==> config.mk <==
export PLATFORM = sky130hd
export DESIGN_NAME = mf3_out_fifo
export DESIGN_NICKNAME = d
export VERILOG_FILES = /design/src/mf3_pkg.sv /design/src/mf3_out_fifo.sv
export SDC_FILE = /design/constraint.sdc
export NUM_CORES = 1
export LEC_CHECK = 0
export ABC_AREA = 1
export BUFFER_PORTS_ARGS = -buffer_cell sky130_fd_sc_hd__buf_2
export CAP_MARGIN = 20
export CORE_ASPECT_RATIO = 0.6
export CORE_MARGIN = 3
export CORE_UTILIZATION = 59
export CTS_BUF_LIST = sky130_fd_sc_hd__clkbuf_2 sky130_fd_sc_hd__clkbuf_4 sky130_fd_sc_hd__clkbuf_8
export CTS_CLUSTER_SIZE = 28
export DETAILED_ROUTE_END_ITERATION = 12
export PLACE_DENSITY = 0.81
export SYNTH_ARGS = -nofsm -noshare
export SYNTH_HDL_FRONTEND = slang
export SYNTH_SLANG_ARGS = --single-unit
==> constraint.sdc <==
create_clock -name clock -period 6.2 [get_ports clock]
set_input_delay 0.31 -clock clock [delete_from_list [all_inputs] [get_ports clock]]
set_output_delay 0.31 -clock clock [all_outputs]
set_load 0.005 [all_outputs]
==> src/mf3_pkg.sv <==
package mf3_pkg;

   localparam int FRAME_WIDTH  = 384;
   localparam int FRAME_HEIGHT = 288;

   localparam int PIX_W   = 16;
   localparam int COORD_W = 9;
   localparam int COL_W   = $clog2(FRAME_WIDTH);
   localparam int ROW_W   = $clog2(FRAME_HEIGHT);

   // width used to form centre coordinates before masking to COORD_W
   localparam int CCOL_W  = (COL_W > COORD_W) ? COL_W : COORD_W;
   localparam int CROW_W  = (ROW_W > COORD_W) ? ROW_W : COORD_W;

   // pipeline stages between acceptance and the output queue
   localparam int PIPE_STAGES = 3;
   localparam int FIFO_DEPTH  = 8;
   localparam int FIFO_AW     = $clog2(FIFO_DEPTH);

   typedef logic signed [PIX_W-1:0] pixel_type;
   typedef logic [COORD_W-1:0]      coord_type;
   typedef logic [COL_W-1:0]        col_type;
   typedef logic [ROW_W-1:0]        row_type;

   // one line store entry: row r-2 and row r-1 at the same column
   typedef struct packed {
      pixel_type upper;
      pixel_type middle;
   } line_word_type;

   typedef struct packed {
      logic      result;
      coord_type col;
      coord_type row;
      logic      frame_end;
   } meta_type;

   typedef struct packed {
      pixel_type median_value;
      coord_type center_col;
      coord_type center_row;
      logic      frame_end;
   } result_type;

   typedef struct packed {
      pixel_type lo;
      pixel_type md;
      pixel_type hi;
   } col_sort_type;

   function automatic pixel_type pix_min(input pixel_type a, input pixel_type b);
      return (a < b) ? a : b;
   endfunction

   function automatic pixel_type pix_max(input pixel_type a, input pixel_type b);
      return (a < b) ? b : a;
   endfunction

   function automatic pixel_type median3(input pixel_type a, input pixel_type b,
                                         input pixel_type c);
      return pix_max(pix_min(a, b), pix_min(pix_max(a, b), c));
   endfunction

   function automatic col_sort_type sort3(input pixel_type a, input pixel_type b,
                                          input pixel_type c);
      pixel_type    lo_ab;
      pixel_type    hi_ab;
      pixel_type    x;
      col_sort_type s;
      lo_ab = pix_min(a, b);
      hi_ab = pix_max(a, b);
      x     = pix_min(hi_ab, c);
      s.hi  = pix_max(hi_ab, c);
      s.lo  = pix_min(lo_ab, x);
      s.md  = pix_max(lo_ab, x);
      return s;
   endfunction

endpackage

==> src/mf3_out_fifo.sv <==
module mf3_out_fifo
   import mf3_pkg::*;
(
   input  logic       clock,
   input  logic       reset,
   input  logic       push,
   input  result_type push_data,
   output logic       pop_valid,
   input  logic       pop_ready,
   output result_type pop_data,
   output logic       room
);

   result_type           buf_ff [FIFO_DEPTH];
   logic [FIFO_AW-1:0]   wr_ptr_ff;
   logic [FIFO_AW-1:0]   rd_ptr_ff;
   logic [FIFO_AW:0]     count_ff;
   logic [FIFO_AW:0]     count_in;
   logic                 pop;

   assign pop       = pop_valid & pop_ready;
   assign pop_valid = (count_ff != '0);
   assign pop_data  = buf_ff[rd_ptr_ff];

   // leave space for everything still in the pipeline plus one new transaction
   assign room = (count_ff <= (FIFO_AW+1)'(FIFO_DEPTH - PIPE_STAGES - 1));

   always_comb begin
      count_in = count_ff;
      if (push && !pop) begin
         count_in = count_ff + 1'b1;
      end else if (!push && pop) begin
         count_in = count_ff - 1'b1;
      end
   end

   always_ff @(posedge clock) begin
      if (reset) begin
         wr_ptr_ff <= '0;
         rd_ptr_ff <= '0;
         count_ff  <= '0;
      end else begin
         count_ff <= count_in;
         if (push) begin
            wr_ptr_ff <= wr_ptr_ff + 1'b1;
         end
         if (pop) begin
            rd_ptr_ff <= rd_ptr_ff + 1'b1;
         end
      end
      if (push) begin
         buf_ff[wr_ptr_ff] <= push_data;
      end
   end

endmodule
==> results_dict.tcl <==
set metrics [dict create \
    hp-class "in -> reg" \
    finalCriticalPeriod_ps 3550 \
    grt_pass1_wl_microns 39200 \
    gp_congestion 0.799 \
    die_area_sq_um 21800 \
    num-nets-final 1146 \
    path_max_fanout 104 \
    hold_ws_ps 50.8 \
    htreeDepth 2 \
    tightest_slew_ps 1040 \
    worstPathArrival_ps 3240 \
    crit_path_max_incr_delay_ps 710 \
    synth_top_cell_area_share 0.712 \
    critPathTopFamily "buffers and inverters" \
    vias 7596 \
    slew_headroom 0.304 \
    maxSlewViolCount 0 \
    skew_ps 18.0 \
    ys_async_sr_fraction 0 \
    hold_buffers 0 \
    start_util 0.611 \
    drive_gt1_frac 0.150 \
    end_kind "output pin" \
    synth_flop_cell "edfxtp_1" \
    cts_buffers 41 \
    core-area_sq_um 19300 \
    synth_most_common_cell "nor2_1" \
    vias_per_cell 5.45 \
    synthesis.nets 1068 \
    grt_start_max_net_pins 105 \
    synthToLayoutAreaGrowth_pct 11.4 \
    post_cts_buffers 0 \
    ant_nets 0 \
    grtUsageTotal 0.231 \
    setup-violations-final 0 \
    outcome "finished clean" \
    cap_viol_max_count 0 \
    r2r.worst_path.cells 11 \
    cts_buffer_depth 3 \
    rows 39 \
    cts_tree "built" \
    path_depth 7 \
    required_ps 5890 \
    clkTransAtPathRegs_ps 60 \
    clk-insertion-delay-late_ps 520 \
    ys_warn_count 0 \
    cts_resized 0 \
    nFillCells 1371 \
    drcViolationCount 0 \
    portBuffers 75 \
    antenna_cells 0 \
    synth-edff-count 280 \
    ys_types 23 \
    dr.first_iter.drc_count 731 \
    tns_ps 0 \
    max_freq_mhz 281 \
    netlist_instances 1023 \
    critPathLaunchType "register" \
    crit_top_cell "nand2_1" \
    powerDensity_nw_per_um2 365 \
    r2r_setup_slack_ps 4200 \
    synth_seq_cells 293 \
    yosys-top-cells-count "nor2_1 (296), edfxtp_1 (280), nand2_1 (200), o21ai_1 (94), o21ai_0 (47)" \
    syn_area_sq_um 11800 \
    synthTopCellsByArea "edfxtp_1 (71%), nor2_1 (9.4%), nand2_1 (6.4%)" \
    dr.pass1.iters 5 \
    clockRootBuffer "clkbuf_8" \
    io_pins 76 \
    grt_antenna_before_repair 1 \
    hold_depth 1 \
    die_x_microns 189 \
    ir_drop_v 0.000188 \
    timing.final.crit_share 0.573 \
    grt_overflow_total 0 \
    yosysTopAreaCell "edfxtp_1" \
    routedWlPerCell_microns 17.8 \
    ys_seq_area_frac 0.734 \
    worst-setup-path-type "reg -> out" \
    routed_wirelength_microns 24800 \
    p_leak_nw 4.92 \
    crit_chain "clkinv_2 -> buf_4 -> o21ai_0 -> nand2_1 -> nand2_1 -> nand2_1 -> buf_2" \
    die_height_microns 116 \
    grt_pass1_vias 7393 \
    path_buf_inv 3 \
    hpwl_microns 13000 \
    rsz0062_at_grt "false" \
    hold_viol_final 0 \
    cts_sinks 293 \
    syn_avg_cell_area_sq_um 11.5 \
    critPathSlowestCell "dfxtp_4" \
]
==> worst paths after layout <==
kind | to | startpoint
hold reg to reg | wr_ptr_ff[0] | wr_ptr_ff[0]
setup / recovery | pop_data[25] | register
setup reg to reg | count_ff[3] | count_ff[1]
hold / removal | buf_ff[4][23] | push_data[23]
==> final cells by class <==
type                            count  area [sq um]  area share
Multi-Input combinational cell    661          2820       0.214
Clock inverter                      6          26.3     0.00200
Timing Repair Buffer               89           480      0.0365
Inverter                           15          57.6     0.00438
Tap cell                          266           333      0.0253
Sequential cell                   293          8670       0.660
Clock buffer                       65           763      0.0580
==> registers in the layout, summed over array words and instances (netlist names), named ones only <==
register	cells
wr_ptr_ff	3
count_ff	4
rd_ptr_ff	3
buf_ff	280
==> worst reg2reg max path, cell delays in order, from the launching register on <==
cell and delay, ps:
dfxtp_1 360, nor2_1 140, nand2_1 80, nand2_1 150, ha_1 220, inv_1 100
ha_1 310, or2_2 290, nand3_1 80, nand3_1 80, nand2_1 70, inv_1 40
==> cell usage in the layout (no fill, tap or decap) <==
master	synthesis	routed
nor2_1	296	288
edfxtp_1	280	280
nand2_1	200	200
o21ai_1	94	94
buf_2	18	75
o21ai_0	47	47
clkbuf_8	0	44
clkbuf_4	0	21
buf_4	1	14
inv_1	12	12
dfxtp_1	13	11
a21oi_1	9	9
nor2_4	0	8
clkinv_1	1	6
ha_1	5	5
xor2_1	3	3
or2_2	2	2
nand3_1	2	2
clkinv_2	0	1
inv_2	2	1
a211oi_1	1	1
nor3_1	1	1
fa_1	1	1
dfxtp_4	0	1
dfxtp_2	0	1
clkinvlp_4	0	1
==> through the flow <==
step	util	instances	total power [W]	setup WS, ps	cell area, sq um
6_report	0.681	1395	0.00479	2650	13200
5_1_grt	0.681	1395	0.00508	2400	13200
4_1_cts	0.681	1395	0.00482	2650	13200
3_5_place_dp	0.640	1324	0.00339	3220	12400
3_3_place_gp	0.640	1324	0.00336	3210	12400
2_1_floorplan	-	1023	0.00309	3610	11800
==> power breakdown <==
group          switching, W  total, W  internal, W
clock              0.000669   0.00145     0.000776
sequential        0.0000639   0.00230      0.00223
combinational      0.000693   0.00105     0.000359
==> kinds of logic (layout without fill, tap and decap cells) <==
group / Yosys count / count (layout) / share of synthesized area
buf+inv: 69 / 175 / 0.0323
compound gates: 151 / 151 / 0.0642
flops: 293 / 293 / 0.734
simple gates: 501 / 501 / 0.160
xor+xnor: 3 / 3 / 0.00223
fa+ha+maj: 6 / 6 / 0.00699
==> per-layer routing <==
metal / part of all wire / global-route usage / vias up / wire length, microns
met3: 0.088 / 0.0447 / 42 / 2180
li1: - / - / 3639 / -
met4: 0.015 / 0.0580 / 2 / 379
met5: 0.00052 / 0 / - / 13
met2: 0.45 / 0.365 / 335 / 11100
met1: 0.45 / 0.339 / 3578 / 11200
(Power assumes the default switching activity.)
