$ cat config.mk
export PLATFORM = sky130hd
export DESIGN_NAME = mf3_window
export DESIGN_NICKNAME = d
export VERILOG_FILES = /design/src/mf3_pkg.sv /design/src/mf3_window.sv
export SDC_FILE = /design/constraint.sdc
export NUM_CORES = 1
export LEC_CHECK = 0
export ABC_AREA = 1
export BUFFER_PORTS_ARGS = -buffer_cell sky130_fd_sc_hd__buf_2
export CAP_MARGIN = 20
export CORE_MARGIN = 8
export CORE_UTILIZATION = 67
export DETAILED_ROUTE_END_ITERATION = 10
export PLACE_DENSITY = 0.87
export SYNTH_ARGS = -nofsm -noshare
export SYNTH_HDL_FRONTEND = slang
export SYNTH_SLANG_ARGS = --single-unit
$ cat constraint.sdc
create_clock -name clock -period 15.55 [get_ports clock]
set_clock_uncertainty 0.2 [all_clocks]
set_input_delay 0.7775 -clock clock [delete_from_list [all_inputs] [get_ports clock]]
set_output_delay 0.7775 -clock clock [all_outputs]
set_load 0.1 [all_outputs]
$ cat src/mf3_pkg.sv
package mf3_pkg;

   localparam int FRAME_WIDTH  = 384;
   localparam int FRAME_HEIGHT = 288;

   localparam int PIX_W   = 16;
   localparam int COORD_W = 9;
   localparam int COL_W   = $clog2(FRAME_WIDTH);
   localparam int ROW_W   = $clog2(FRAME_HEIGHT);

   // width used to form centre coordinates before masking to COORD_W
   localparam int CCOL_W  = (COL_W > COORD_W) ? COL_W : COORD_W;
   localparam int CROW_W  = (ROW_W > COORD_W) ? ROW_W : COORD_W;

   // pipeline stages between acceptance and the output queue
   localparam int PIPE_STAGES = 3;
   localparam int FIFO_DEPTH  = 8;
   localparam int FIFO_AW     = $clog2(FIFO_DEPTH);

   typedef logic signed [PIX_W-1:0] pixel_type;
   typedef logic [COORD_W-1:0]      coord_type;
   typedef logic [COL_W-1:0]        col_type;
   typedef logic [ROW_W-1:0]        row_type;

   // one line store entry: row r-2 and row r-1 at the same column
   typedef struct packed {
      pixel_type upper;
      pixel_type middle;
   } line_word_type;

   typedef struct packed {
      logic      result;
      coord_type col;
      coord_type row;
      logic      frame_end;
   } meta_type;

   typedef struct packed {
      pixel_type median_value;
      coord_type center_col;
      coord_type center_row;
      logic      frame_end;
   } result_type;

   typedef struct packed {
      pixel_type lo;
      pixel_type md;
      pixel_type hi;
   } col_sort_type;

   function automatic pixel_type pix_min(input pixel_type a, input pixel_type b);
      return (a < b) ? a : b;
   endfunction

   function automatic pixel_type pix_max(input pixel_type a, input pixel_type b);
      return (a < b) ? b : a;
   endfunction

   function automatic pixel_type median3(input pixel_type a, input pixel_type b,
                                         input pixel_type c);
      return pix_max(pix_min(a, b), pix_min(pix_max(a, b), c));
   endfunction

   function automatic col_sort_type sort3(input pixel_type a, input pixel_type b,
                                          input pixel_type c);
      pixel_type    lo_ab;
      pixel_type    hi_ab;
      pixel_type    x;
      col_sort_type s;
      lo_ab = pix_min(a, b);
      hi_ab = pix_max(a, b);
      x     = pix_min(hi_ab, c);
      s.hi  = pix_max(hi_ab, c);
      s.lo  = pix_min(lo_ab, x);
      s.md  = pix_max(lo_ab, x);
      return s;
   endfunction

endpackage

$ cat src/mf3_window.sv
module mf3_window
   import mf3_pkg::*;
(
   input  logic       clock,
   input  logic       reset,
   input  logic       in_valid,
   input  pixel_type  in_upper,
   input  pixel_type  in_middle,
   input  pixel_type  in_pixel,
   input  meta_type   in_meta,
   output logic       out_valid,
   output result_type out_result
);

   // sorted window columns, index 2 newest
   col_sort_type col_ff [3];
   col_sort_type col_in [3];
   logic         b_valid_ff;
   meta_type     b_meta_ff;

   pixel_type    lo_max_ff;
   pixel_type    md_med_ff;
   pixel_type    hi_min_ff;
   logic         c_valid_ff;
   meta_type     c_meta_ff;

   always_comb begin
      col_in[0] = col_ff[1];
      col_in[1] = col_ff[2];
      col_in[2] = sort3(in_upper, in_middle, in_pixel);
   end

   always_ff @(posedge clock) begin
      if (reset) begin
         b_valid_ff <= 1'b0;
         c_valid_ff <= 1'b0;
      end else begin
         b_valid_ff <= in_valid;
         c_valid_ff <= b_valid_ff;
      end
      // shift window only on a real transaction
      if (in_valid) begin
         col_ff    <= col_in;
         b_meta_ff <= in_meta;
      end
      lo_max_ff <= pix_max(pix_max(col_ff[0].lo, col_ff[1].lo), col_ff[2].lo);
      md_med_ff <= median3(col_ff[0].md, col_ff[1].md, col_ff[2].md);
      hi_min_ff <= pix_min(pix_min(col_ff[0].hi, col_ff[1].hi), col_ff[2].hi);
      c_meta_ff <= b_meta_ff;
   end

   assign out_valid               = c_valid_ff & c_meta_ff.result;
   assign out_result.median_value = median3(lo_max_ff, md_med_ff, hi_min_ff);
   assign out_result.center_col   = c_meta_ff.col;
   assign out_result.center_row   = c_meta_ff.row;
   assign out_result.frame_end    = c_meta_ff.frame_end;

endmodule

==> impl_metrics.json <==
{
  "reg2reg_depth": 27,
  "synthFlopType": "edfxtp_1",
  "synth_warnings": 0,
  "drt-vias-per-instance": 5.80,
  "endpoint_kind": "flip-flop",
  "postSynthAreaPerCell_sq_um": 8.25,
  "gp_congestion": 0.971,
  "num_antenna_cells": 0,
  "io_buffers": 106,
  "ctsResizeCount": 0,
  "cts_setup_buffers": 0,
  "min_to": "out_result[6]$_DFF_P_",
  "holdWs_ps": 139,
  "slowest_delay_ps": 910,
  "maxClockFrequency_ghz": 0.115,
  "busiest_layer": "met2",
  "hold_depth": 0,
  "cts_max_path_buffers": 3,
  "synthArstFlopShare": 0,
  "grt_setup_unrepaired": "no",
  "final_cell_mix": "462 x nand2_1, 267 x inv_1, 195 x o21ai_0, 195 x ha_1, 164 x edfxtp_1",
  "drc": 0,
  "antenna_found_initial": 0,
  "drive_gt1_frac": 0.103,
  "pin_count": 107,
  "drv_cap": 0,
  "die_height_um": 167,
  "cts.clk_slew.worst_paths_ps": 60,
  "tns_ps": 0,
  "die_area_sq_mm": 0.0280,
  "tightestPinTransition_ps": 1060,
  "slowest_stage": "inv_1",
  "path_class": "in -> reg",
  "fin_nets": 2181,
  "drtAntennaViolNets": 0,
  "detailroute.via_count": 12900,
  "wl_per_cell_um": 17.2,
  "setup_violations": 0,
  "syn_to_final_growth_pct": 8.42,
  "hold_viol": 0,
  "drt_wl_total_um": 38100,
  "final_common_cell": "nand2_1",
  "syn_area_sq_mm": 0.0153,
  "timing.final.crit_share": 0.561,
  "clock_sinks": 234,
  "cp.required_ps": 15610,
  "pre_cts_ws_ps": 6450,
  "grt_max_degree": 88,
  "final_max_slew_viol_count": 0,
  "dieWidth_um": 167,
  "drtIter0Drc": 1475,
  "gr-usage-met2": 0.439,
  "grt_util_all_layers": 0.265,
  "setup_slack_ps": 6820,
  "grt_use_met1": 0.334,
  "hold_start": "b_meta_ff[6]$_DFFE_PP_",
  "timing.hold.worst.class": "reg -> reg",
  "worstPathArrival_ps": 8790,
  "ys_ff_latch": 234,
  "fin_crit_ps": 8730,
  "crit_top_cell": "nand2_1",
  "overflow": 0,
  "htreeDepth": 1,
  "dp_hpwl_um": 29100,
  "synth_edf_count": 164,
  "grt_pass1_vias": 12400,
  "syn_nets": 2122,
  "holdBufCountCts": 0,
  "drt_pass1_iterations": 6,
  "fin_area_sq_mm": 0.0166,
  "ys_types": 40,
  "yosysSeqAreaShare": 0.413,
  "slew_headroom": 0.292,
  "cts_made_buffers": 24,
  "worstPathMaxFanout": 44,
  "status": "finished, final reports clean",
  "grt_pass1_wl_um": 60600,
  "use_met3": 0.0458,
  "start_kind": "input port",
  "r2r-end": "md_med_ff[12]$_DFF_P_",
  "num_rows": 55,
  "r2r_start": "col_ff[119]$_DFFE_PP_",
  "start_util": 0.678,
  "root_buffer": "clkbuf_16",
  "r2r_setup_slack_ps": 8180,
  "dpl-instance-area_sq_mm": 0.0158,
  "insertion_delay_ps": 520,
  "synthCells": 1856,
  "core-area_sq_mm": 0.0226,
  "cts_tree": "built"
}
-- cell type report --
| type | count | area (sq um) |
|---|---|---|
| Multi-Input combinational cell | 1275 | 7500 |
| Sequential cell | 234 | 6330 |
| Fill cell | 1607 | 5970 |
| Inverter | 271 | 1020 |
| Clock buffer | 33 | 708 |
| Timing Repair Buffer | 109 | 559 |
| Tap cell | 285 | 357 |
| Clock inverter | 11 | 135 |
-- critical path: cells and delay by family --
family | cells | cell delay (ps)
compound gates | 8 | 2180
fa+ha+maj | 3 | 1210
buf+inv | 5 | 1850
simple gates | 14 | 2710
-- through the flow --
step                       util  std cells
after floorplan               -       1856
after global placement    0.698       2174
after detailed placement  0.698       2174
after CTS                 0.736       2218
after global routing      0.736       2218
final                     0.736       2218
-- flip-flops by register name, indices dropped and copies added (netlist names) --
signal	cells
c_meta_ff	1
out_result	19
lo_max_ff	16
md_med_ff	16
col_ff	144
b_valid_ff	1
c_valid_ff	1
hi_min_ff	16
b_meta_ff	20
-- worst max-delay path by stage --
| stage | slack [ps] | endpoint | from |
|---|---|---|---|
| 2_1_floorplan | 8800 | out_result[24] | md_med_ff[15]$_DFF_P_ |
| 3_3_place_gp | 6750 | col_ff[29]$_DFFE_PP_ | in_middle[9] |
| 3_5_place_dp | 6450 | col_ff[44]$_DFFE_PP_ | in_middle[9] |
| 4_1_cts | 6950 | col_ff[35]$_DFFE_PP_ | in_middle[9] |
| 5_1_grt | 5920 | col_ff[44]$_DFFE_PP_ | in_middle[15] |
| 6_report | 6820 | col_ff[35]$_DFFE_PP_ | in_middle[15] |
-- Yosys cell counts (2+ instances only) --
library cell  instances  area, sq um
a211oi_1             12         90.1
a21oi_1             101          505
a21oi_2               2         17.5
and2_1                6         37.5
buf_2                15         75.1
buf_4                21          158
buf_6                10          113
clkbuf_1             29          109
clkinv_1              2         7.51
dfxtp_1              70         1400
edfxtp_1            164         4920
ha_1                195         2440
inv_1               267         1000
inv_2                 2         7.51
nand2_1             462         1730
nand2_2              12         75.1
nand2_4               9          101
nand3_1             159          796
nand3_2              20          200
nand3b_1              3         22.5
nand4_1               6         37.5
nor2_1               52          195
nor2_2                3         18.8
nor3_1                9         45.0
o211ai_1              4         30.0
o21a_1                4         30.0
o21ai_0             195          976
o21ai_1               9         45.0
or2_2                 2         12.5
-- routing by layer --
metal  vias to the layer above  wire length (um)
li1                       6316                 -
met3                       123              3080
met4                         0              1790
met5                         -                 0
met1                      5783             15700
met2                       644             17500
-- cell families after synthesis --
| logic type | synth area share |
|---|---|
| simple gates | 0.215 |
| fa+ha+maj | 0.159 |
| buf+inv | 0.0971 |
| flops | 0.413 |
| xor+xnor | 0.00163 |
| compound gates | 0.114 |
Power is not shown: default switching activity piles up to over one toggle a cycle in this logic, so the estimate is an artifact.
